==> src/rtl/bht_ram.sv <==
// Generic single-port-write, single-port-read RAM with registered read data.
module bht_ram #(
    parameter int WIDTH  = 8,
    parameter int DEPTH  = 16,
    parameter int ADDR_W = (DEPTH > 1) ? $clog2(DEPTH) : 1
) (
    input  logic              i_clk,
    input  logic              i_we,
    input  logic [ADDR_W-1:0] i_waddr,
    input  logic [WIDTH-1:0]  i_wdata,
    input  logic [ADDR_W-1:0] i_raddr,
    output logic [WIDTH-1:0]  o_rdata
);

    logic [WIDTH-1:0] r_mem [DEPTH];
    logic [WIDTH-1:0] r_rdata;

    always_ff @(posedge i_clk) begin
        if (i_we) begin
            r_mem[i_waddr] <= i_wdata;
        end
        r_rdata <= r_mem[i_raddr];
    end

    assign o_rdata = r_rdata;

endmodule

==> config.mk <==
export PLATFORM = sky130hd
export DESIGN_NAME = bht_ram
export DESIGN_NICKNAME = d
export VERILOG_FILES = /design/src/rtl/bht_ram.sv
export SDC_FILE = /design/constraint.sdc
export NUM_CORES = 1
export LEC_CHECK = 0
export ABC_AREA = 1
export BUFFER_PORTS_ARGS = -buffer_cell sky130_fd_sc_hd__buf_4
export CORE_ASPECT_RATIO = 0.5
export CORE_MARGIN = 5
export CORE_UTILIZATION = 44
export CTS_BUF_LIST = sky130_fd_sc_hd__clkbuf_8
export DETAILED_ROUTE_END_ITERATION = 8
export PLACE_DENSITY_LB_ADDON = 0.05
export SLEW_MARGIN = 20
export SYNTH_ARGS = -nofsm -noshare
export SYNTH_HDL_FRONTEND = slang
export SYNTH_SLANG_ARGS = --single-unit
==> constraint.sdc <==
create_clock -name i_clk -period 1.19 [get_ports i_clk]
set_input_delay 0.119 -clock i_clk [delete_from_list [all_inputs] [get_ports i_clk]]
set_output_delay 0.119 -clock i_clk [all_outputs]
set_load 0.02 [all_outputs]
==> results_dict.tcl, run 1 <==
set metrics [dict create \
    min_period_ns 1.07 \
    total_power_mw 10.1 \
    vias 3796 \
    dp.final_hpwl_um 8800 \
    setup_viol 0 \
    post-route-util_pct 52.8 \
    die_area_sq_mm 0.0156 \
    grt_max_degree 55 \
    avgRoutedWirePerCell_um 17.6 \
    yosysTopAreaCellShare_pct 66.7 \
    syn_area_sq_mm 0.00577 \
    status "complete, no violations" \
    io_pins 26 \
    cts_tree "yes" \
    synth_edf_count 128 \
    synth-seq-cells 136 \
    synth.net_count 569 \
    yosysSeqAreaShare_pct 69.4 \
    finalMaxSlewViolations 0 \
    grt_pass1_vias 3672 \
    grt_util_all_layers_pct 18.6 \
    p_leak_nw 2.92 \
    port_buffers 25 \
    post-cts-setup-buffers 0 \
    end_kind "register" \
    synth_cells 551 \
    synth-main-ff-cell "edfxtp_1" \
    synthTopCellsByCount "173 x nand2_1, 128 x edfxtp_1, 100 x inv_1" \
    max_freq_mhz 933 \
    powerDensity_mw_per_mm2 1500 \
    drive_gt1_share_pct 14.2 \
    layout_setup_ws_ns 0.118 \
    worstMarginPinSlew_ns 0.325 \
    async_flop_share_pct 0 \
    synthDistinctLibCells 12 \
    min_path_cells 1 \
    grt_overflow 0 \
    clk_pin_slew_ns 0.08 \
    cts_root_buf "clkbuf_8" \
    yosys_warnings 0 \
    yosys.area.top_type "edfxtp_1" \
    vias_per_cell 4.84 \
    hold_viol 0 \
    critPathArrivalTime_ns 1.40 \
    first_pass_iters 7 \
    clock_latency_ns 0.43 \
    worst-path-max-fanout 1 \
    synthTopCellsByArea "edfxtp_1 67%, nand2_1 11%, nand3_1 8.4%" \
    max_slew_margin_pct 78.3 \
    die_w_um 172 \
    rsz0062_at_grt "no" \
    n_antenna_cell 0 \
    worstSetupStartpointType "register" \
    fin_crit_sh_pct 90.0 \
    synth.most_common_cell "nand2_1" \
    antenna_found_initial 0 \
    ant_nets 0 \
    cts.sinks 136 \
    grt_pass1_wl_um 21300 \
    area_growth_pct 16.6 \
    num_rows 29 \
    place_ws_ns -0.0940 \
    hold_class "primary input to register" \
    drv_cap 0 \
    nets 619 \
    gp_congestion 0.839 \
    finClkSkew_ns 0.0113 \
    irDropWorstVdd_mv 0.579 \
    start_util_pct 45.3 \
    drtIter0Drc 241 \
    reg2reg_depth 6 \
    fp.dieH_um 91.0 \
    drc 0 \
    critPathRequiredTime_ns 1.51 \
    h-tree-depth 4 \
    crit_type "register to register" \
    cts_buffer_depth 2 \
    postSynthAreaPerCell_sq_um 10.5 \
    core_sq_mm 0.0127 \
    wl_um 13800 \
    numCtsBuffers 17 \
]
[worst paths after layout]
kind / start / end / slack, ns
worst max-delay path: r_mem[1][0] / o_rdata[0] / 0.12
worst min-delay path: i_wdata[4] / r_mem[0][4] / 0.01
worst max register to register: r_mem[1][0] / o_rdata[0] / 0.12
worst min register to register: r_mem[10][1] / o_rdata[1] / 0.69
[sequential cells by signal, summed over array words and instances (netlist names)]
| signal | flops |
|---|---|
| o_rdata | 8 |
| r_mem | 128 |
[what timing repair did]
item | in CTS | in global routing
hold buffers | 1 | 0
gates resized for setup | 0 | 0
endpoints found under the hold margin | 1 | 0
[metrics by stage]
step / hold slack (ns) / TNS, ns / std cells / instance area (sq um)
final: 0.0131 / 0 / 784 / 6730
after global routing: 0.0127 / 0 / 784 / 6730
after CTS: 0.0115 / 0 / 784 / 6730
after detailed placement: 0.465 / -0.122 / 751 / 6310
after global placement: 0.467 / -0.122 / 751 / 6310
after floorplan: 0.218 / 0 / 551 / 5770
[critical path, stage by stage, from the launching register on]
cell      delay, ns
edfxtp_1       0.37
inv_1          0.06
nand2_1        0.05
nand3_1        0.09
nand3_1        0.20
nand3_1        0.13
nand2_1        0.06
[cells by family after synthesis]
group / after synthesis / share of synthesized area [%]
buf+inv: 126 / 9.52
simple gates: 289 / 21.0
flops: 136 / 69.4
[layer usage]
layer  global-route usage [%]  share of wire, %  vias up
met5                        0                 0        -
met4                     4.84              0.51        0
met1                     27.6                51     1833
met2                     26.7                43       84
met3                     5.90               5.9        7
li1                         -                 -     1872
[cell type report]
type | instances | area (sq um)
fill | 1133 | 6010
clock inverter | 15 | 176
tap | 170 | 213
multi-input combinational | 289 | 1210
clock buffer | 17 | 234
sequential | 136 | 4000
inverter | 102 | 383
timing repair buffer | 55 | 503
[power by group]
group          internal (mW)  switching [mW]
registers               5.35          0.0310
clock network           2.08            1.87
logic                  0.270           0.520
[cell usage in the layout, fill, tap and decap left out, drive strengths merged]
cell         netlist  routed
nand3b             2       2
clkinvlp           0       5
clkbuf             0      17
inv              102     106
bufinv             0       3
dfxtp              8       8
dlygate4sd3        0       1
edfxtp           128     128
nand2            173     173
nor2              17      17
clkinv             0       3
buf               24      54
nand3             97      97
(Power assumes the default switching activity.)
==> run 2: changes to the inputs <==
--- a/config.mk
+++ b/config.mk
@@ -5,12 +5,12 @@
 export SDC_FILE = /design/constraint.sdc
 export NUM_CORES = 1
 export LEC_CHECK = 0
-export ABC_AREA = 1
 export BUFFER_PORTS_ARGS = -buffer_cell sky130_fd_sc_hd__buf_4
 export CORE_ASPECT_RATIO = 0.5
 export CORE_MARGIN = 5
 export CORE_UTILIZATION = 44
 export CTS_BUF_LIST = sky130_fd_sc_hd__clkbuf_8
+export CTS_CLUSTER_DIAMETER = 200
 export DETAILED_ROUTE_END_ITERATION = 8
 export PLACE_DENSITY_LB_ADDON = 0.05
 export SLEW_MARGIN = 20
==> results_dict.tcl, run 2 <==
set metrics [dict create \
    violations "negative setup slack" \
    final_cell_count_no_fill 474 \
    grt_util_all_layers_pct 16.2 \
    n_antenna_cell 0 \
    cts_tree "yes" \
    gp_congestion 0.726 \
    synth.net_count 247 \
    postSynthAreaPerCell_sq_um 22.5 \
    nets 320 \
    start_util_pct 45.9 \
    irDropWorstVdd_mv 0.675 \
    yosysSeqAreaShare_pct 77.8 \
    port_buffers 25 \
    synthTopCellsByCount "128 x edfxtp_1, 18 x mux4_2, 16 x a22oi_1" \
    yosys_warnings 0 \
    synthDistinctLibCells 19 \
    antenna_found_initial 0 \
    grt_pass1_wl_um 15900 \
    die_area_sq_mm 0.0141 \
    synthTopCellsByArea "edfxtp_1 75%, mux4_2 7.9%, mux4_1 7.1%" \
    h-tree-depth 4 \
    async_flop_share_pct 0 \
    finalMaxSlewViolations 0 \
    hold_viol 0 \
    crit_type "register to register" \
    synth-seq-cells 136 \
    critPathRequiredTime_ns 1.51 \
    synth.most_common_cell "edfxtp_1" \
    max_slew_margin_pct 35.4 \
    final_common_cell "edfxtp_1" \
    drv_cap 0 \
    drtIter0Drc 188 \
    layout_setup_ws_ns -0.165 \
    status "complete, but fails checks" \
    die_w_um 163 \
    drc 0 \
    numCtsBuffers 17 \
    synth_edf_count 128 \
    vias_per_cell 5.19 \
    yosysTopAreaCellShare_pct 74.7 \
    cts.sinks 136 \
    fp.dieH_um 86.5 \
    io_pins 26 \
    ant_nets 0 \
    grt_pass1_vias 2676 \
    final_cell_mix "128 x edfxtp_1, 51 x buf_4, 30 x mux4_2, 17 x clkbuf_8, 10 x nor2_1" \
    clk_pin_slew_ns 0.08 \
    fin_crit_sh_pct 114 \
    first_pass_iters 5 \
    post-cts-setup-buffers 0 \
    synth-main-ff-cell "edfxtp_1" \
    grt_overflow 0 \
    cts_buffer_depth 2 \
    worstMarginPinSlew_ns 0.966 \
    cts_root_buf "clkbuf_8" \
    worst-path-max-fanout 1 \
    vias 2462 \
    worst_hold_slack_ns 0.0159 \
    drive_gt1_share_pct 43.2 \
    yosys.area.top_type "edfxtp_1" \
    clock_latency_ns 0.43 \
    hold_class "primary input to register" \
    finClkSkew_ns 0.0140 \
    max_freq_mhz 738 \
    syn_area_sq_mm 0.00515 \
    num_rows 27 \
    setup_viol 8 \
    critPathArrivalTime_ns 1.68 \
    rsz0062_at_grt "yes" \
    wl_um 10700 \
    dpl.cell_count 438 \
    synth_cells 229 \
    avgRoutedWirePerCell_um 22.5 \
    largest_register_ffs 128 \
    r2r_slack_ns -0.16 \
    largest_register "r_mem" \
    min_period_ns 1.35 \
    dp.final_hpwl_um 6920 \
    area_growth_pct 21.6 \
    core_sq_mm 0.0112 \
    worstSetupStartpointType "register" \
    p_leak_nw 2.09 \
    powerDensity_mw_per_mm2 1530 \
    end_kind "register" \
    grt_max_degree 17 \
]
==> run 2: changes by cell type after synthesis, sizes merged, moves of 2 or more <==
cell           delta
nor3              +4
inv             -102
a22oi            +16
nand2           -164
clkdlybuf4s25     +3
buf              -17
nand2b            +2
mux4             +32
nor2              -4
nand3            -96
==> run 2: kinds of logic after synthesis <==
kind of cell | count (synthesis) | synth area share, %
AOI/OAI and AO/OA | 16 | 2.33
buffers and inverters | 10 | 1.68
and+or+nand+nor | 35 | 3.18
muxes | 32 | 15.0
DFF | 136 | 77.8
==> run 2: worst max-delay path, stage by stage (launching register included) <==
cell	delay [ns]
edfxtp_1	0.37
mux4_2	0.49
a22oi_2	0.20
buf_6	0.15
nand2_2	0.04
==> run 2: path summary, 6_finish.rpt <==
path | endpoint | from | cells after the start
max | o_rdata[4] | r_mem[3][4] | 4
max reg2reg | o_rdata[4] | r_mem[3][4] | 4
min | r_mem[15][5] | i_wdata[5] | 1
min reg2reg | o_rdata[0] | r_mem[15][0] | 3
==> run 2: power by group <==
group	internal [mW]	switching, mW
sequential	5.35	0.0328
combinational	0.327	0.363
clock	1.82	1.71
total	7.50	2.10
==> run 2: per-layer routing <==
layer / vias to the layer above / global-route usage [%] / part of all wire (%)
met5: - / 0 / 0
met2: 57 / 24.4 / 46
met1: 1294 / 23.3 / 49
li1: 1106 / - / -
met3: 5 / 4.04 / 4.1
met4: 0 / 5.86 / 0.30
==> run 2: repair_timing <==
| action | in CTS | in global routing |
|---|---|---|
| hold buffers | 5 | 0 |
| hold endpoints to repair | 49 | 0 |
| resized for setup | 7 | 10 |
| endpoints found under the setup margin | 8 | 8 |
| pin swaps | 2 | 4 |
==> run 2: cell type report <==
cell class | count | area [sq um]
clock buffers | 17 | 234
flip-flops and latches | 136 | 4000
clock inverters | 15 | 139
multi-input cells | 83 | 1100
well taps | 159 | 199
fillers | 872 | 4960
repair buffers | 64 | 584
==> run 2: through the flow <==
step / util, % / worst slack, ns / area (sq um) / total power [mW] / setup TNS, ns
6_report: 55.8 / -0.165 / 6260 / 9.60 / -0.839
5_1_grt: 55.8 / -0.218 / 6260 / 9.96 / -1.30
2_1_floorplan: - / -0.0361 / 5190 / 5.81 / -0.328
4_1_cts: 55.7 / -0.175 / 6250 / 9.66 / -1.12
3_5_place_dp: 51.8 / -0.463 / 5810 / 6.15 / -9.83
3_3_place_gp: 51.8 / -0.459 / 5810 / 6.13 / -9.19
